[src/sv/latg_pkg.sv]
// ----------------------------------------------------------------------------
// latg_pkg
// Shared types and constants for the toroidal Life grid core: request codes,
// controller states, counter widths and the per-row cell control bundle.
// ----------------------------------------------------------------------------
`default_nettype none

package latg_pkg;

  localparam int GRID_ROWS_DEF = 64;
  localparam int GRID_COLS_DEF = 64;

  localparam int REQ_W   = 2;
  localparam int COORD_W = 8;
  localparam int LIVE_W  = 13;
  localparam int GEN_W   = 16;
  localparam int GROUP_W = 8;

  localparam int              LIVE_MAX = 8191;
  localparam logic [GEN_W-1:0] GEN_MAX = 16'hFFFF;

  localparam logic [3:0] NB_SURVIVE = 4'd2;
  localparam logic [3:0] NB_BIRTH   = 4'd3;

  typedef enum logic [REQ_W-1:0] {
    REQ_TOGGLE = 2'd0,
    REQ_STEP   = 2'd1,
    REQ_CLEAR  = 2'd2,
    REQ_NONE   = 2'd3
  } latg_req_e;

  typedef enum logic [2:0] {
    ST_IDLE   = 3'd0,
    ST_TOGGLE = 3'd1,
    ST_STEP   = 3'd2,
    ST_TALLY  = 3'd3,
    ST_CLEAR  = 3'd4,
    ST_REPORT = 3'd5
  } latg_state_e;

  typedef struct packed {
    logic shift;
    logic clear;
    logic toggle;
  } latg_cell_ctrl_t;

endpackage

`default_nettype wire

[src/sv/latg_rule.sv]
// ----------------------------------------------------------------------------
// latg_rule
// B3/S23 next-row logic: counts the eight wrap-around neighbours of every
// column from the rows above, at and below, and applies the Life rule.
// ----------------------------------------------------------------------------
`default_nettype none

module latg_rule import latg_pkg::*; #(
  parameter int GRID_COLS = GRID_COLS_DEF
) (
  input  wire logic [GRID_COLS-1:0] up_i,
  input  wire logic [GRID_COLS-1:0] cur_i,
  input  wire logic [GRID_COLS-1:0] dn_i,
  output logic      [GRID_COLS-1:0] nxt_o
);

  for (genvar j = 0; j < GRID_COLS; j++) begin : g_col
    localparam int JL = (j + GRID_COLS - 1) % GRID_COLS;
    localparam int JR = (j + 1) % GRID_COLS;
    logic [3:0] nb;

    assign nb = 4'(up_i[JL]) + 4'(up_i[j]) + 4'(up_i[JR])
              + 4'(cur_i[JL]) + 4'(cur_i[JR])
              + 4'(dn_i[JL]) + 4'(dn_i[j]) + 4'(dn_i[JR]);
    assign nxt_o[j] = cur_i[j] ? ((nb == NB_SURVIVE) || (nb == NB_BIRTH))
                               : (nb == NB_BIRTH);
  end

endmodule

`default_nettype wire

[config.mk]
export PLATFORM = sky130hd
export DESIGN_NAME = latg_rule
export DESIGN_NICKNAME = d
export VERILOG_FILES = /design/src/sv/latg_pkg.sv /design/src/sv/latg_rule.sv
export SDC_FILE = /design/constraint.sdc
export NUM_CORES = 1
export LEC_CHECK = 0
export BUFFER_PORTS_ARGS = -buffer_cell sky130_fd_sc_hd__clkbuf_2
export CAP_MARGIN = 20
export CORE_MARGIN = 2
export CORE_UTILIZATION = 52
export DETAILED_ROUTE_END_ITERATION = 7
export PLACE_DENSITY = 0.81
export REMOVE_ABC_BUFFERS = 1
export SETUP_SLACK_MARGIN = 0.05
export SYNTH_ARGS = -nofsm -noshare
export SYNTH_HDL_FRONTEND = slang
export SYNTH_SLANG_ARGS = --single-unit
[constraint.sdc]
create_clock -name vclk -period 2.4
set_clock_uncertainty 0.15 [all_clocks]
set_input_delay 0 -clock vclk [all_inputs]
set_output_delay 0 -clock vclk [all_outputs]
set_load 0.1 [all_outputs]
## Word-level counts from Yosys, hierarchy flattened

Cells that the tools add are included.
Widths: inputs -> output; s select.

| word-level totals | value |
|---|---|
| register bits after elaboration | 0 |
| input bits | 192 |
| output and inout port bits | 64 |
| word-level logic and storage cells | 704 |

| operators by class | value |
|---|---|
| add/sub/neg operators | 448 |
| eq/ne operators | 128 |
| mux-type cells | 64 |
| reduce and logical (&&, ||, !) cells | 64 |

Operator list:

| kind | count |
|---|---|
| $add 4x1->4 | 256 |
| $eq 4x2->1 const B | 128 |
| $add 3x1->4 | 64 |
| $add 2x1->3 | 64 |
| $add 1x1->2 | 64 |
| $logic_or 1x1->1 | 64 |
| $mux 1 | 64 |

## Longest topological paths before layout

Gate-level depths: netlist of the first run.

| logic depth | value |
|---|---|
| depth in word-level cells | 10 |
| depth in mapped cells | 9 |
| gate-level depth less buffers | 9 |

## Worst setup path before layout of the first run

No wires, ideal clock.

| timing | value |
|---|---|
| path kind | input -> output |
| start | in up_i[0] |
| end | out nxt_o[0] |
| arrival | 3.826 ns |
| required time | 2.250 ns |
| path slack | -1.576 ns |
| stages on the path | 9 |
| buffers on the path | 0 |
| cells stage by stage | inv_1 > fa_1 > fa_1 > fa_1 > inv_1 > ha_1 > fa_1 > or2_1 > a21oi_1 |

| on the way | value |
|---|---|
| word-level cells in the longest chain between the ends | 10 |
| elaborated cells between the ends (all ways) | 11 |
| classes of those cells | add/sub (7); eq/ne (2); mux (1); reduce/logical (1) |

RTL lines:

| what | line | RTL |
|---|---|---|
| from (decl) | latg_rule.sv:11 | `input wire logic [GRID_COLS-1:0] up_i,` |
| $add 1x1->2 (*) | latg_rule.sv:22 | `assign nb = 4'(up_i[JL]) + 4'(up_i[j]) + 4'(up_i[JR])` |
| $add 2x1->3 (*) | latg_rule.sv:22 |  |
| $add 3x1->4 (*) | latg_rule.sv:23 | `+ 4'(cur_i[JL]) + 4'(cur_i[JR])` |
| $add 4x1->4 (*) | latg_rule.sv:23 |  |
| $add 4x1->4 (*) (3 in a row) | latg_rule.sv:24 | `+ 4'(dn_i[JL]) + 4'(dn_i[j]) + 4'(dn_i[JR]);` |
| $eq 4x2->1, on equally long branches | latg_rule.sv:25, latg_rule.sv:26 |  |
| $logic_or 1x1->1 | latg_rule.sv:25 | `assign nxt_o[j] = cur_i[j] ? ((nb == NB_SURVIVE) \|\| (nb == NB_BIRTH))` |
| $mux 1 (*) | latg_rule.sv:25 |  |
| to (decl) | latg_rule.sv:14 | `output logic [GRID_COLS-1:0] nxt_o` |

Every way passes the cells marked *; elsewhere a longest branch is shown, timed or not.

## Final worst setup path of the first run

| timing | value |
|---|---|
| start | in cur_i[53] |
| end | out nxt_o[54] |

| on the way | value |
|---|---|
| word-level cells in the longest chain between the ends | 8 |
| elaborated cells between the ends (all ways) | 9 |
| classes of those cells | add/sub (5); eq/ne (2); mux (1); reduce/logical (1) |

RTL lines:

| what | line | RTL |
|---|---|---|
| from (decl) | latg_rule.sv:12 | `input wire logic [GRID_COLS-1:0] cur_i,` |
| $add 3x1->4 (*) | latg_rule.sv:23 |  |
| $add 4x1->4 (*) | latg_rule.sv:23 |  |
| $add 4x1->4 (*) (3 in a row) | latg_rule.sv:24 |  |
| $eq 4x2->1, on equally long branches | latg_rule.sv:25, latg_rule.sv:26 |  |
| $logic_or 1x1->1 | latg_rule.sv:25 |  |
| $mux 1 (*) | latg_rule.sv:25 |  |

Marked as above.

==> impl_metrics.csv, run 1 <==
group,metric,value,unit
run_status,outcome,"complete, but fails checks",
run_status,violations,"setup timing",
drt,wl_met2,21.38,mm
global_routing,grt_pass1_vias,11970,
placement,dp.cells,1945,
cells_and_area,fin_nets,2347,
setup_path,arrival,3120,ps
cells_and_area,multi_input_area,10230,um^2
timing,fmax,0.3058,GHz
cells_and_area,drive_gt1_share,50.67,%
setup_path,crit_type,"in -> out",
synth,netlist_area,10890,um^2
placement,place.gp.congestion,0.9126,
floorplan,start_util,53.46,%
drt,wl_per_cell,20.63,um
global_routing,grt_start_max_net_pins,4,
global_routing,grt-ovfl-total,0,
floorplan,num_rows,52,
global_routing,grt_usage,30.01,%
floorplan,die_w,148.7,um
synth,yosysTopAreaCellShare,47.08,%
setup_path,crit_path_start_kind,"input port",
drt,drc,0,
cells_and_area,n_sequential_cell,0,
drt,wl_met3,3.176,mm
timing,setup_viol,64,
cells_and_area,fillers,975,
setup_path,max_stage_delay,570,ps
timing,rsz0062_at_grt,"yes",
floorplan,die-area,22110,um^2
drt,route.layer.met1.wl,12.75,mm
timing,fin_crit_sh,136.2,%
global_routing,grt_pass1_wl,53.76,mm
cells_and_area,clock_buffers,0,
setup_path,cp_top_family,"adder cells",
drt,wl,40.76,mm
setup_path,cp.depth,11,
timing,min_period,3270,ps
synth,ys_types,8,
power_and_ir_drop,pwr_density_cell,760.8,nW/um^2
setup_path,cp-end-kind,"output port",
timing,final_max_slew_viol_count,0,
synth,synth_warnings,0,
synth,ys_top_cells_by_area,"fa_1 (47%), ha_1 (22%), inv_1 (15%)",
setup_path,path_buf_inv,4,
synth,yosys.area.top_type,"fa_1",
synth,syn_inst,1215,
drt,drt-initial-drc-count,428,
global_routing,antenna_found_initial,1,
power_and_ir_drop,p_leak,0.008701,uW
timing,whs,279.3,ps
setup_path,worstPathCellList,"clkbuf_8 -> inv_4 -> fa_1 -> fa_1 -> fa_1 -> inv_2 -> ha_4 -> fa_2 -> or2_1 -> a21oi_2 -> buf_12",
floorplan,io_pins,256,
timing,slew_headroom,78.83,%
setup_path,crit_required,2250,ps
placement,dp_hpwl,25.65,mm
setup_path,crit_path_frequent_cell,"fa_1",
placement,portBuffers,256,
synth,synth_most_common_cell,"inv_1",
clocking,cts.hold.buffers_added,0,
timing,worst_slew_pin_slew,317.2,ps
drt,num_vias,10910,
drt,postRouteAntennaNets,0,
timing,setup_slack,-869.9,ps
cells_and_area,area_delta_synth_final,56.27,%
synth,ys_seq_area_share,0,%
power_and_ir_drop,totalPowerFinal,12940,uW
floorplan,core_area,20360,um^2
cells_and_area,final_area,17010,um^2
cells_and_area,ff_latch_area,0,um^2
drt,dr.pass1.iters,4,
setup_path,critical_path.max_fanout,2,
timing,hold_viol_final,0,
min_path,whs_path_depth,4,
placement,pre_cts_ws,-830.1,ps
drt,top_layer,"met4",
placement,placed_area,15000,um^2
floorplan,die_h,148.7,um
cells_and_area,finalNonFillerCells,1976,
min_path,min_path_type,"in -> out",
job,maxCapViolCount,0,
power_and_ir_drop,vdd_drop_max,893.8,uV
synth,postSynthAreaPerCell,8.960,um^2
setup_path,cpMaxStageDelayCell,"fa_1",
synth,synthTopCellsByCount,"inv_1 (447), fa_1 (256), ha_1 (192), a21oi_1 (128)",
drt,via_per_inst,5.522,
[metrics by stage]
stage / utilization [%] / setup TNS, ps
floorplan: - / -98850
global placement: 73.65 / -43660
detailed placement: 73.65 / -47240
CTS: 78.40 / -38680
global route: 83.53 / -44420
finish: 83.54 / -39980
[report_power, final]
group | switching [uW] | total [uW] | internal (uW)
logic | 7720 | 12900 | 5220
registers | 0 | 0 | 0
clock network | 0 | 0.000925 | 0.000925
total | 7720 | 12900 | 5220
[worst paths after layout]
kind | startpoint | to | slack [ps]
worst min-delay path | cur_i[33] | nxt_o[33] | 280
worst max-delay path | cur_i[53] | nxt_o[54] | -870
[per-layer routing]
metal / track usage, % / vias up
met1: 31.54 / 5314
met4: 12.71 / 0
li1: - / 4660
met5: 0 / -
met2: 59.17 / 638
met3: 4.233 / 299
[cells by family (layout without fill, tap and decap cells)]
kind of cell,after synthesis,count (layout),share of synthesized area (%)
fa+ha+maj,448,448,69.14
simple gates,128,128,6.620
compound gates,192,192,8.827
buf+inv,447,937,15.41
other cells,0,1,0
[cells in the final DEF, fill, tap and decap left out, drive strengths merged]
| cell | netlist | final |
|---|---|---|
| fa | 256 | 256 |
| ha | 192 | 192 |
| a21oi | 128 | 128 |
| buf | 0 | 367 |
| inv | 447 | 447 |
| nand3 | 64 | 64 |
| diode | 0 | 1 |
| clkbuf | 0 | 123 |
| or2 | 64 | 64 |
| o21ai | 64 | 64 |
[tightest hold or removal path, delay by kind of cell]
| family | cells | cell delay (ps) |
|---|---|---|
| AO/OA/AOI/OAI | 2 | 170 |
| buffers and inverters | 2 | 260 |
[final cells by class]
cell class,count,share of cell area [%]
antenna,1,0.01471
inverter,447,10.70
multi-input combinational,768,60.12
tap,270,1.986
timing repair buffer,490,27.18
[repair_timing]
item | 4_1_cts | 5_1_grt
endpoints found under the setup margin | 64 | 64
setup buffers | 10 | 20
pin swaps | 219 | 208
gates resized for setup | 412 | 305
endpoints found under the hold margin | 0 | 0
No activity file was read; power rests on OpenSTA's default activity.
==> run 2: changes to the inputs <==
--- a/config.mk
+++ b/config.mk
@@ -7,10 +7,12 @@
 export LEC_CHECK = 0
 export BUFFER_PORTS_ARGS = -buffer_cell sky130_fd_sc_hd__clkbuf_2
 export CAP_MARGIN = 20
+export CELL_PAD_IN_SITES_DETAIL_PLACEMENT = 0
+export CELL_PAD_IN_SITES_GLOBAL_PLACEMENT = 1
 export CORE_MARGIN = 2
-export CORE_UTILIZATION = 52
+export CORE_UTILIZATION = 39
 export DETAILED_ROUTE_END_ITERATION = 7
-export PLACE_DENSITY = 0.81
+export PLACE_DENSITY_LB_ADDON = 0.1
 export REMOVE_ABC_BUFFERS = 1
 export SETUP_SLACK_MARGIN = 0.05
 export SYNTH_ARGS = -nofsm -noshare
==> impl_metrics.csv, run 2 (synthesis gave the netlist of run 1 again) <==
group,metric,value,unit
setup_path,crit_required,2250,ps
floorplan,num_rows,61,
cells_and_area,fin_nets,2368,
job,maxCapViolCount,0,
cells_and_area,area_delta_synth_final,57.02,%
power_and_ir_drop,totalPowerFinal,11860,uW
cells_and_area,most-common-layout-cells,"inv_1 (321), buf_4 (258), fa_1 (191)",
placement,dp_hpwl,23.03,mm
timing,fmax,0.3281,GHz
run_status,violations,"setup timing",
timing,rsz0062_at_grt,"yes",
min_path,min_path_type,"in -> out",
floorplan,io_pins,256,
drt,dr.pass1.iters,4,
drt,postRouteAntennaNets,0,
floorplan,core_area,27630,um^2
global_routing,grt-ovfl-total,0,
drt,num_vias,9313,
drt,drc,0,
timing,min_period,3048,ps
setup_path,critical_path.max_fanout,2,
setup_path,crit_path_start_kind,"input port",
global_routing,antenna_found_initial,0,
timing,final_max_slew_viol_count,0,
cells_and_area,final_area,17090,um^2
timing,slew_headroom,84.87,%
drt,wl_per_cell,11.86,um
timing,setup_slack,-647.6,ps
cells_and_area,final_common_cell,"inv_1",
power_and_ir_drop,vdd_drop_max,678.3,uV
floorplan,start_util,39.40,%
timing,worst_slew_pin_slew,226.7,ps
timing,fin_crit_sh,127.0,%
timing,whs,257.3,ps
floorplan,die_h,171.1,um
setup_path,arrival,2900,ps
setup_path,cp-end-kind,"output port",
cells_and_area,n_sequential_cell,0,
cells_and_area,drive_gt1_share,49.83,%
power_and_ir_drop,pwr_density_cell,693.8,nW/um^2
drt,wl,24.96,mm
global_routing,grt_pass1_vias,10080,
floorplan,die-area,29270,um^2
global_routing,grt_pass1_wl,42.50,mm
global_routing,grt_usage,17.30,%
timing,setup_viol,64,
placement,placed_area,15370,um^2
power_and_ir_drop,p_leak,0.008789,uW
placement,place.gp.congestion,0.8187,
drt,drt-initial-drc-count,118,
timing,hold_viol_final,0,
cells_and_area,ff_latch_area,0,um^2
cells_and_area,clock_buffers,0,
drt,via_per_inst,4.424,
placement,portBuffers,256,
run_status,outcome,"complete, but fails checks",
floorplan,die_w,171.1,um
global_routing,grt_start_max_net_pins,4,
cells_and_area,utilization,61.87,%
setup_path,crit_type,"in -> out",
==> run 2: cell types whose count changed in the layout (fill, tap and decap cells not counted), moves of 4 or more <==
cell and delta:
inv_2 -22, buf_4 +20, o21ai_1 -4, clkbuf_2 +11, ha_4 -12, inv_1 +24
o21ai_2 +4, ha_2 +12
==> run 2: worst paths after layout <==
check       from   endpoint  slack [ps]  cells past startpoint
max     up_i[11]  nxt_o[11]        -650                     12
min    cur_i[17]  nxt_o[17]         260                      4
==> run 2: through the flow <==
stage | setup WS (ps) | std cells | setup TNS (ps)
2_1_floorplan | -1576 | 1215 | -98850
3_3_place_gp | -742.0 | 2085 | -44440
3_5_place_dp | -809.0 | 2085 | -45820
4_1_cts | -708.3 | 2087 | -38680
5_1_grt | -754.4 | 2104 | -41070
6_report | -647.6 | 2105 | -35080
==> run 2: area by class of cell <==
cell class         count  area (um^2)
fillers             2510        10540
multi-input cells    768        10080
repair buffers       511         4721
inverters            447         1813
well taps            378        473.0
diodes                 1        2.502
==> run 2: routing by layer <==
metal / wire, um / global-route usage (%) / part of all wire [%]
met1: 10360 / 22.25 / 42
met2: 13230 / 32.64 / 53
met3: 1147 / 1.827 / 4.6
met5: 0 / 0 / 0
met4: 216 / 1.105 / 0.87
==> run 2: where the power goes <==
group	internal, uW	total [uW]	switching, uW
registers	0	0	0
clock network	0.0000559	0.0000559	0
logic	4960	11900	6890
total	4960	11900	6890
==> run 2: repair_timing <==
item,in CTS,in global routing
resized for setup,383,247
pin swaps,206,195
setup buffers,2,17
setup endpoints to repair,64,64
hold buffers,0,0
==> run 2: critical path, stage by stage <==
cell and delay (ps):
buf_8 80, inv_4 30, fa_1 550, fa_1 450
fa_1 520, inv_2 50, ha_4 160, fa_2 350
or2_1 250, a21oi_2 160, buf_4 140, buf_12 160
