File: src/sv/latg_pkg.sv
// ----------------------------------------------------------------------------
// latg_pkg
// Shared types and constants for the toroidal Life grid core: request codes,
// controller states, counter widths and the per-row cell control bundle.
// ----------------------------------------------------------------------------
`default_nettype none

package latg_pkg;

  localparam int GRID_ROWS_DEF = 64;
  localparam int GRID_COLS_DEF = 64;

  localparam int REQ_W   = 2;
  localparam int COORD_W = 8;
  localparam int LIVE_W  = 13;
  localparam int GEN_W   = 16;
  localparam int GROUP_W = 8;

  localparam int              LIVE_MAX = 8191;
  localparam logic [GEN_W-1:0] GEN_MAX = 16'hFFFF;

  localparam logic [3:0] NB_SURVIVE = 4'd2;
  localparam logic [3:0] NB_BIRTH   = 4'd3;

  typedef enum logic [REQ_W-1:0] {
    REQ_TOGGLE = 2'd0,
    REQ_STEP   = 2'd1,
    REQ_CLEAR  = 2'd2,
    REQ_NONE   = 2'd3
  } latg_req_e;

  typedef enum logic [2:0] {
    ST_IDLE   = 3'd0,
    ST_TOGGLE = 3'd1,
    ST_STEP   = 3'd2,
    ST_TALLY  = 3'd3,
    ST_CLEAR  = 3'd4,
    ST_REPORT = 3'd5
  } latg_state_e;

  typedef struct packed {
    logic shift;
    logic clear;
    logic toggle;
  } latg_cell_ctrl_t;

endpackage

`default_nettype wire

File: src/sv/latg_row_cell.sv
// ----------------------------------------------------------------------------
// latg_row_cell
// One grid row. Shifts in the row behind it during a generation, clears to
// zero and flips a single cell when its row is addressed.
// ----------------------------------------------------------------------------
`default_nettype none

module latg_row_cell import latg_pkg::*; #(
  parameter int GRID_COLS = GRID_COLS_DEF,
  parameter int ROW_IDX   = 0
) (
  input  wire logic                 clk_i,
  input  wire logic                 rst_ni,
  input  wire latg_cell_ctrl_t      ctrl_i,
  input  wire logic [COORD_W-1:0]   tog_row_i,
  input  wire logic [GRID_COLS-1:0] tog_mask_i,
  input  wire logic [GRID_COLS-1:0] shift_in_i,
  output logic      [GRID_COLS-1:0] row_o,
  output logic                      hit_o
);

  logic [GRID_COLS-1:0] row_q, row_d;
  logic                 match;

  assign match = (32'(tog_row_i) == 32'(ROW_IDX));
  assign hit_o = match && (|(row_q & tog_mask_i));
  assign row_o = row_q;

  always_comb begin
    priority if (ctrl_i.clear) begin
      row_d = '0;
    end else if (ctrl_i.shift) begin
      row_d = shift_in_i;
    end else if (ctrl_i.toggle && match) begin
      row_d = row_q ^ tog_mask_i;
    end else begin
      row_d = row_q;
    end
  end

  always_ff @(posedge clk_i or negedge rst_ni) begin
    if (!rst_ni) begin
      row_q <= '0;
    end else begin
      row_q <= row_d;
    end
  end

endmodule

`default_nettype wire

File: config.mk
export PLATFORM = sky130hd
export DESIGN_NAME = latg_row_cell
export DESIGN_NICKNAME = d
export VERILOG_FILES = /design/src/sv/latg_pkg.sv /design/src/sv/latg_row_cell.sv
export SDC_FILE = /design/constraint.sdc
export NUM_CORES = 1
export LEC_CHECK = 0
export BUFFER_PORTS_ARGS = -buffer_cell sky130_fd_sc_hd__buf_2
export CORE_UTILIZATION = 48
export DETAILED_ROUTE_END_ITERATION = 8
export PLACE_DENSITY = 0.81
export SYNTH_ARGS = -nofsm -noshare
export SYNTH_HDL_FRONTEND = slang
export SYNTH_SLANG_ARGS = --single-unit
File: constraint.sdc
create_clock -name clk_i -period 2.49 [get_ports clk_i]
set_input_delay 0.249 -clock clk_i [delete_from_list [all_inputs] [get_ports clk_i]]
set_output_delay 0.249 -clock clk_i [all_outputs]
set_load 0.01 [all_outputs]
Word-level counts from Yosys, hierarchy flattened
Cells that the tools add are included.
{ "op_classes": {"muxes": 3, "bitwise": 2, "n_reduce_logical": 5} }
{ "ops": {"columns": ["op", "count"], "rows": [
  ["64-bit two-way mux", 3],
  ["64-bit AND", 1],
  ["64-bit OR reduction", 1],
  ["64-bit XOR", 1],
  ["8-bit logical NOT", 1],
  ["3-bit nonzero test", 1],
  ["1-bit logical AND", 2]
]} }
{ "totals": {"ff_bits": 64, "input_bits": 141, "wordCells": 11, "out_inout_bits": 65} }

Logic depth before layout (Yosys ltp)
Gate-level depths: netlist (run 1).
{ "depth": {"word_depth": 5, "mapped_depth": 6, "depth_no_buf": 5} }

Worst setup path after synthesis (run 1)
OpenSTA, ideal clock, no wires.
{ "synth_timing": {"path_type": "register to output", "from": "reg row_q[2], in the netlist row_o[2]", "to": "out hit_o", "slack_ns": 0.922, "arrival_time_ns": 1.319, "path_stages_with_launch": 6, "path_buffers": 0, "required_time_ns": 2.241, "path_cell_list": "dfrtp_1 ha_1 nor4_1 nand4_1 nor4_1 nor2_1"} }
{ "synth_via": {"elab_chain_len": 3} }
{ "synth_lines": {"columns": ["item", "line", "rtl"], "rows": [
  ["start: declaration", "latg_row_cell.sv:22", "logic [GRID_COLS-1:0] row_q, row_d;"],
  ["start signal: assignment", "latg_row_cell.sv:45", "row_q <= row_d;"],
  ["64-bit AND", "latg_row_cell.sv:26", "assign hit_o = match && (|(row_q & tog_mask_i));"],
  ["64-bit OR reduction", "latg_row_cell.sv:26", null],
  ["1-bit logical AND", "latg_row_cell.sv:26", null],
  ["end: declaration", "latg_row_cell.sv:19", "output logic hit_o"]
]} }
No other way between the ends.

Final worst setup path (run 1)
{ "layout_timing": {"from": "reg row_q[33], in the netlist row_o[33]", "to": "out hit_o"} }
The elaborated chain is that of the path after synthesis.

==> impl_metrics.env, run 1 <==
export IMPL_status="finished, final reports clean"
export IMPL_rrSetupSlack_ns=1.35
export IMPL_synth_warnings=0
export IMPL_min_period_over_period_pct=94.2
export IMPL_required_ns=2.24
export IMPL_finish_utilization_pct=65.4
export IMPL_initial_core_util_pct=50.0
export IMPL_worst_slew_pin_transition_ns=1.02
export IMPL_power_switching_w=0.000951
export IMPL_holdPathEnd="row_o[58]"
export IMPL_vdd_ir_drop_max_uv=344
export IMPL_synth_xor_xnor_area_share_pct=0
export IMPL_vias_per_cell=5.49
export IMPL_syn_nets=579
export IMPL_post_cts_buffers=0
export IMPL_grt_pass1_wl_um=18500
export IMPL_rows=34
export IMPL_rsz0062_at_grt="false"
export IMPL_cts_buffers=9
export IMPL_rr_worst_depth=3
export IMPL_synth_top_area_cell="dfrtp_1"
export IMPL_p_total_w=0.00315
export IMPL_avgSynthCellArea_um2=11.7
export IMPL_clock_sinks=64
export IMPL_power_density_mw_per_mm2=550
export IMPL_ff_latch_area_mm2=0.00160
export IMPL_postRouteWirelength_um=11200
export IMPL_p_leak_nw=3.10
export IMPL_coreArea_mm2=0.00876
export IMPL_slew_viol_final=0
export IMPL_port_buffers=205
export IMPL_grt_overflow_total=0
export IMPL_max_slew_margin_rel_pct=32.0
export IMPL_power_frac_clock_pct=33.4
export IMPL_switching_share_pct=30.2
export IMPL_final_area_mm2=0.00573
export IMPL_grt_max_degree=123
export IMPL_vias=3739
export IMPL_cp_data_arrival_time_ns=2.10
export IMPL_finalNetCount=773
export IMPL_yosys_register_bits=64
export IMPL_root_buffer="clkbuf_8"
export IMPL_hp_class="in -> reg"
export IMPL_synth_top_family_by_area="adder cells"
export IMPL_syn_to_final_growth_pct=30.7
export IMPL_nFillCells=715
export IMPL_ys_seq_area_share_pct=36.5
export IMPL_dr_pass1_iters=4
export IMPL_io_pins=206
export IMPL_rr_endpoint="row_o[46]"
export IMPL_die_width_um=97.6
export IMPL_dieHeight_um=97.6
export IMPL_synth_cells=374
export IMPL_seq_power_share_pct=39.3
export IMPL_clkSlewWorstSetupHoldPaths_ns=0.08
export IMPL_critPathLaunch="row_o[33]"
export IMPL_p_comb_share_pct=27.3
export IMPL_layout_commonest_cell="buf_2"
export IMPL_grt_pass1_vias=3831
export IMPL_multi_input_area_mm2=0.00265
export IMPL_fin_hold_ws_ns=0.244
export IMPL_cp_start_kind="register"
export IMPL_hpwl_um=8520
export IMPL_die_area_mm2=0.00952
export IMPL_fmax_mhz=426
export IMPL_synth_compound_area_share_pct=17.5
export IMPL_setup_viol=0
export IMPL_ys_types=14
export IMPL_synth_simple_gate_area_share_pct=9.22
export IMPL_wl_per_cell_um=16.4
export IMPL_num_antenna_cells=0
export IMPL_drtAntennaViolNets=0
export IMPL_final_cell_mix="203 x buf_2, 65 x nand2_1, 64 x mux2i_1, 64 x ha_1, 64 x dfrtp_1"
export IMPL_largest_reg_flops=64
export IMPL_reg2reg_from="row_o[46]"
export IMPL_cts_tree="yes"
export IMPL_antenna_found_initial=0
export IMPL_fin_skew_ns=0
export IMPL_internal_power_w=0.00220
export IMPL_tns_ns=0
export IMPL_drt_iter0_markers=108
export IMPL_synth_adder_area_share_pct=18.3
export IMPL_place_congestion=0.781
export IMPL_drc_errors=0
export IMPL_endpoint_kind="output pin"
export IMPL_maxCapViolations=0
export IMPL_synth_area_mm2=0.00439
export IMPL_synthMuxAreaShare_pct=14.6
export IMPL_hold_depth=3
export IMPL_clock_latency_ns=0.33
export IMPL_drive_gt1_share_pct=50.3
export IMPL_hold_viol=0
export IMPL_netlist_area_leader_share_pct=36.5
export IMPL_grt_use_total_pct=24.7
export IMPL_clk_path_buf_depth=2
export IMPL_path_class="reg -> out"
export IMPL_dpl_instance_area_mm2=0.00546
export IMPL_period_needed_ns=2.34
export IMPL_cp_max_fo=3
export IMPL_htree_levels=3
export IMPL_min_delay_start="shift_in_i[58]"
export IMPL_synthTopCellsByArea="dfrtp_1 37%, ha_1 18%, o31ai_2 16%"
-- cells in the mapped netlist --
cell type  count
clkbuf_1       7
ha_1          64
nand2_1       65
o31ai_2       56
nand4_1        4
o31ai_1        8
buf_2         15
nor2_1         1
a311oi_1       1
dfrtp_1       64
buf_6          6
mux2i_1       64
nor4_1        17
nor4_2         2
-- cell type report --
| cell class | count | area share (%) |
|---|---|---|
| Sequential cell | 64 | 27.9 |
| Multi-Input combinational cell | 282 | 46.3 |
| Clock buffer | 12 | 2.88 |
| Tap cell | 108 | 2.36 |
| Timing Repair Buffer | 211 | 19.3 |
| Clock inverter | 4 | 1.31 |
-- metal layers --
layer | GRT usage [%] | part of all wire (%)
met4 | 8.26 | 2.4
met5 | 0 | 0
met2 | 43.2 | 51
met3 | 5.83 | 6.0
met1 | 29.5 | 41
-- power by group through the flow --
stage	sequential (W)	clock (W)	combinational [W]
after floorplan	0.00130	0	0.000443
after global placement	0.00125	0	0.000830
after detailed placement	0.00126	0	0.000867
after CTS	0.00124	0.00108	0.000871
after global routing	0.00126	0.00114	0.000961
final	0.00124	0.00105	0.000862
-- per-stage QoR --
stage          setup WS (ns)  cells
2_1_floorplan          0.922    374
3_3_place_gp           0.399    664
3_5_place_dp           0.397    664
4_1_cts               0.0132    681
5_1_grt               0.0260    681
6_report               0.145    681
-- critical path: stages, from the launching register on --
cell and delay [ns]:
dfrtp_1 0.40, ha_1 0.19, nor4_1 0.43, nand4_1 0.23, nor4_1 0.29, nor2_1 0.08, buf_2 0.14
-- how the worst max path moves through the flow --
| stage | endpoint | slack, ns | cells after the start |
|---|---|---|---|
| 2_1_floorplan | hit_o | 0.92 | 5 |
| 3_3_place_gp | hit_o | 0.40 | 6 |
| 3_5_place_dp | hit_o | 0.40 | 6 |
| 4_1_cts | hit_o | 0.01 | 6 |
| 5_1_grt | hit_o | 0.03 | 6 |
| 6_report | hit_o | 0.15 | 6 |
-- cells by family after synthesis --
family	count (synthesis)
mux	64
fa+ha+maj	64
buf+inv	28
simple gates	89
compound gates	65
flops	64
-- timing repair --
action / CTS / global route
endpoints found under the hold margin: 64 / 0
gates resized for setup: 0 / 3
hold buffers: 1 / 0
endpoints found under the setup margin: 0 / 1
Power figures use the tool's default switching activity.
==> inputs of run 2 (changes only) <==
--- a/config.mk
+++ b/config.mk
@@ -6,9 +6,10 @@
 export NUM_CORES = 1
 export LEC_CHECK = 0
 export BUFFER_PORTS_ARGS = -buffer_cell sky130_fd_sc_hd__buf_2
-export CORE_UTILIZATION = 48
+export CORE_UTILIZATION = 32
 export DETAILED_ROUTE_END_ITERATION = 8
-export PLACE_DENSITY = 0.81
+export PLACE_DENSITY = 0.58
+export SLEW_MARGIN = 0
 export SYNTH_ARGS = -nofsm -noshare
 export SYNTH_HDL_FRONTEND = slang
 export SYNTH_SLANG_ARGS = --single-unit
==> impl_metrics.env, run 2 (same netlist as run 1, synthesis figures left out) <==
export IMPL_io_pins=206
export IMPL_die_width_um=119
export IMPL_hp_class="in -> async"
export IMPL_path_class="reg -> out"
export IMPL_fmax_mhz=436
export IMPL_final_area_mm2=0.00594
export IMPL_final_cell_mix="202 x buf_2, 65 x nand2_1, 64 x mux2i_1, 64 x ha_1, 64 x dfrtp_1"
export IMPL_maxCapViolations=0
export IMPL_slew_viol_final=0
export IMPL_postRouteWirelength_um=12700
export IMPL_layout_commonest_cell="buf_2"
export IMPL_cts_buffers=9
export IMPL_drive_gt1_share_pct=50.9
export IMPL_finalNetCount=780
export IMPL_wl_per_cell_um=16.8
export IMPL_period_needed_ns=2.29
export IMPL_clkSlewWorstSetupHoldPaths_ns=0.05
export IMPL_port_buffers=205
export IMPL_max_slew_margin_rel_pct=23.8
export IMPL_initial_core_util_pct=33.0
export IMPL_clock_latency_ns=0.33
export IMPL_clk_path_buf_depth=2
export IMPL_path_cells="ha_1 > nor4_1 > buf_4 > nand4_1 > nor4_1 > nor2_1 > buf_2"
export IMPL_dieHeight_um=119
export IMPL_vdd_ir_drop_max_uv=283
export IMPL_ctsHoldBuffers=0
export IMPL_grt_pass1_vias=3708
export IMPL_rows=42
export IMPL_grt_pass1_wl_um=19800
export IMPL_grt_use_total_pct=18.2
export IMPL_rrSetupSlack_ns=1.39
export IMPL_status="finished, final reports clean"
export IMPL_dr_pass1_iters=4
export IMPL_dpl_instance_area_mm2=0.00561
export IMPL_num_antenna_cells=0
export IMPL_required_ns=2.24
export IMPL_cp_max_fo=3
export IMPL_worst_slew_pin_transition_ns=1.14
export IMPL_finish_utilization_pct=44.6
export IMPL_htree_levels=3
export IMPL_critical_path_slowest_cell="dfrtp_1"
export IMPL_cp_data_arrival_time_ns=2.04
export IMPL_coreArea_mm2=0.0133
export IMPL_power_density_mw_per_mm2=577
export IMPL_drtAntennaViolNets=0
export IMPL_setup_viol=0
export IMPL_tns_ns=0
export IMPL_cp_start_kind="register"
export IMPL_drc_errors=0
export IMPL_p_total_w=0.00342
export IMPL_cp_common_cell="nor4_1"
export IMPL_place_congestion=0.771
export IMPL_die_area_mm2=0.0142
export IMPL_rsz0062_at_grt="false"
export IMPL_largest_reg_flops=64
export IMPL_vias_per_cell=4.91
export IMPL_syn_to_final_growth_pct=35.3
export IMPL_slowest_delay_ns=0.41
export IMPL_root_buffer="clkbuf_16"
export IMPL_p_leak_nw=3.17
export IMPL_hold_viol=0
export IMPL_grt_max_degree=65
export IMPL_vias=3710
export IMPL_drt_iter0_markers=69
export IMPL_fin_skew_ns=0
export IMPL_min_period_over_period_pct=92.0
export IMPL_hpwl_um=9570
export IMPL_grt_overflow_total=0
export IMPL_endpoint_kind="output pin"
export IMPL_clock_sinks=64
export IMPL_cts_tree="yes"
export IMPL_antenna_found_initial=0
==> run 2: routing by layer <==
| metal | up-vias | global-route usage (%) | part of all wire [%] | wire length (um) |
|---|---|---|---|---|
| met5 | - | 0 | 0 | 0 |
| met4 | 0 | 6.72 | 1.6 | 202 |
| met3 | 13 | 5.08 | 6.9 | 872 |
| met2 | 135 | 28.8 | 47 | 5900 |
| met1 | 1744 | 23.6 | 45 | 5700 |
| li1 | 1818 | - | - | - |
==> run 2: through the flow <==
stage | hold slack [ns] | cells | setup WS [ns]
3_3_place_gp | 0.427 | 740 | 0.255
4_1_cts | 0.0744 | 756 | 0.0268
3_5_place_dp | 0.437 | 740 | 0.305
6_report | 0.0221 | 756 | 0.198
5_1_grt | 0.0979 | 756 | 0.0295
2_1_floorplan | -0.0466 | 374 | 0.922
==> run 2: where the power goes <==
part | leakage, nW | switching, W | internal (W)
combinational | 2.19 | 0.000465 | 0.000427
clock | 0.150 | 0.000463 | 0.000827
sequential | 0.829 | 0.0000896 | 0.00115
==> run 2: timing repair <==
item                                    in CTS  in global routing
buffers inserted                             0                  0
resized for setup                            2                  2
endpoints found under the setup margin       1                  1
==> run 2: worst max-delay path: cells and delay by family (launching register included) <==
family                   cells  cell delay (ns)
AND/OR/NAND/NOR              4             0.80
buffers and inverters        2             0.31
adder cells (fa/ha/maj)      1             0.20
flip-flops                   1             0.41
==> run 2: area by class of cell <==
type,instances,area (um^2)
flip-flops and latches,64,1600
well taps,176,220
clock buffers,13,260
multi-input cells,282,2660
repair buffers,218,1160
clock inverters,3,40.0
fillers,1279,7360
==> run 2: worst paths after layout <==
path                           startpoint   endpoint  cells after the start
max in group asynchronous          rst_ni   row_o[9]                      1
max                             row_o[38]      hit_o                      7
max reg2reg                     row_o[56]  row_o[56]                      3
min reg2reg                     row_o[59]  row_o[59]                      2
min                                rst_ni  row_o[49]                      1
min in group clk_i         shift_in_i[28]  row_o[28]                      3
==> inputs of run 3 (changes only) <==
--- a/config.mk
+++ b/config.mk
@@ -6,9 +6,11 @@
 export NUM_CORES = 1
 export LEC_CHECK = 0
 export BUFFER_PORTS_ARGS = -buffer_cell sky130_fd_sc_hd__buf_2
-export CORE_UTILIZATION = 32
+export CORE_MARGIN = 4
+export CORE_UTILIZATION = 40
 export DETAILED_ROUTE_END_ITERATION = 8
-export PLACE_DENSITY = 0.58
+export PLACE_DENSITY = 0.69
+export RECOVER_POWER = 25
 export SLEW_MARGIN = 0
 export SYNTH_ARGS = -nofsm -noshare
 export SYNTH_HDL_FRONTEND = slang
==> impl_metrics.env, run 3 (same netlist as run 1, synthesis figures left out) <==
export IMPL_hold_viol=0
export IMPL_finalNetCount=778
export IMPL_cts_buffers=9
export IMPL_worst_slew_pin_transition_ns=1.07
export IMPL_clock_latency_ns=0.32
export IMPL_vias_per_cell=5.16
export IMPL_dpl_instance_area_mm2=0.00554
export IMPL_cp_data_arrival_time_ns=2.06
export IMPL_dr_pass1_iters=4
export IMPL_antenna_found_initial=0
export IMPL_max_slew_margin_rel_pct=28.6
export IMPL_wl_per_cell_um=17.3
export IMPL_htree_levels=3
export IMPL_reg2reg_from="row_o[33]"
export IMPL_vias=3676
export IMPL_endpoint_kind="output pin"
export IMPL_grt_use_total_pct=19.1
export IMPL_path_class="reg -> out"
export IMPL_p_leak_nw=3.09
export IMPL_io_pins=206
export IMPL_grt_pass1_vias=3886
export IMPL_required_ns=2.24
export IMPL_port_buffers=205
export IMPL_initial_core_util_pct=41.7
export IMPL_hp_class="in -> reg"
export IMPL_cts_tree="yes"
export IMPL_slew_viol_final=0
export IMPL_largest_reg_flops=64
export IMPL_nFillCells=921
export IMPL_drt_iter0_markers=148
export IMPL_maxCapViolations=0
export IMPL_grt_pass1_wl_um=19600
export IMPL_grt_overflow_total=0
export IMPL_post_cts_buffers=0
export IMPL_power_density_mw_per_mm2=540
export IMPL_clkSlewWorstSetupHoldPaths_ns=0.07
export IMPL_final_area_mm2=0.00584
export IMPL_clock_sinks=64
export IMPL_drtAntennaViolNets=0
export IMPL_fmax_mhz=432
export IMPL_drc_errors=0
export IMPL_coreArea_mm2=0.0105
export IMPL_clk_path_buf_depth=2
export IMPL_min_delay_start="shift_in_i[28]"
export IMPL_critPathLaunch="row_o[44]"
export IMPL_die_area_mm2=0.0127
export IMPL_rows=37
export IMPL_root_buffer="clkbuf_8"
export IMPL_hpwl_um=9690
export IMPL_dieHeight_um=113
export IMPL_period_needed_ns=2.31
export IMPL_syn_to_final_growth_pct=33.2
export IMPL_vdd_ir_drop_max_uv=298
export IMPL_cp_max_fo=3
export IMPL_cp_start_kind="register"
export IMPL_final_cell_mix="188 x buf_2, 65 x nand2_1, 64 x mux2i_1, 64 x dfrtp_1, 62 x ha_1"
export IMPL_fin_skew_ns=0
export IMPL_status="finished, final reports clean"
export IMPL_setup_viol=0
export IMPL_drive_gt1_share_pct=48.9
export IMPL_num_antenna_cells=0
export IMPL_postRouteWirelength_um=12300
export IMPL_min_period_over_period_pct=92.9
export IMPL_layout_commonest_cell="buf_2"
export IMPL_multi_input_area_mm2=0.00273
export IMPL_fin_hold_ws_ns=0.255
export IMPL_die_width_um=113
export IMPL_place_congestion=0.806
export IMPL_grt_max_degree=71
export IMPL_ff_latch_area_mm2=0.00160
run 3: cell count changes in the layout (fill, tap and decap cells not counted), sizes merged:
| cell | before | now |
|---|---|---|
| buf | 218 | 199 |
| clkbuf | 13 | 28 |
| bufinv | 1 | 2 |
| clkinv | 2 | 1 |
| dlygate4sd3 | 0 | 1 |
run 3: timing repair:
action,4_1_cts,5_1_grt
endpoints found under the hold margin,17,0
hold buffers,1,0
cloned,0,0
gates resized for setup,4,11
pin swaps,0,2
endpoints found under the setup margin,1,1
run 3: worst max-delay path, stage by stage, from the launching register on:
cell	delay [ns]
dfrtp_1	0.40
ha_2	0.19
nor4_4	0.29
buf_4	0.15
nand4_1	0.14
nor4_4	0.35
nor2_1	0.07
buf_2	0.14
run 3: cell type report:
type / instances / share of cell area (%)
clock inverters: 3 / 1.11
clock buffers: 12 / 2.66
multi-input cells: 282 / 46.8
repair buffers: 216 / 19.1
well taps: 136 / 2.91
flip-flops and latches: 64 / 27.4
run 3: metrics by stage:
stage          setup WS [ns]  cells  utilization, %  power, W  setup TNS, ns
4_1_cts               0.0109    713            55.1   0.00318              0
5_1_grt              -0.0208    713            55.6   0.00335        -0.0208
3_5_place_dp           0.150    697            52.7   0.00215              0
2_1_floorplan          0.922    374               -   0.00175              0
3_3_place_gp          0.0931    697            52.7   0.00211              0
6_report               0.177    713            55.6   0.00316              0
run 3: where the power goes:
group / leakage [nW] / internal [W] / switching [W]
clock: 0.112 / 0.000613 / 0.000396
combinational: 2.15 / 0.000427 / 0.000478
sequential: 0.829 / 0.00115 / 0.0000917
run 3: worst paths after layout:
| check | endpoint | slack [ns] | cells after the start |
|---|---|---|---|
| setup / recovery | hit_o | 0.18 | 7 |
| hold / removal | row_o[28] | 0.25 | 3 |
| hold reg to reg | row_o[55] | 0.51 | 2 |
| max in group asynchronous | row_o[62] | 0.49 | 3 |
| setup reg to reg | row_o[33] | 1.40 | 3 |
| min in group asynchronous | row_o[24] | 0.63 | 2 |
run 3: layer usage:
metal | vias to the layer above | GRT usage [%] | wire, um
li1 | 1815 | - | -
met1 | 1717 | 24.3 | 5180
met2 | 133 | 32.3 | 5990
met3 | 11 | 5.35 | 995
met4 | 0 | 4.65 | 129
met5 | - | 0 | 0
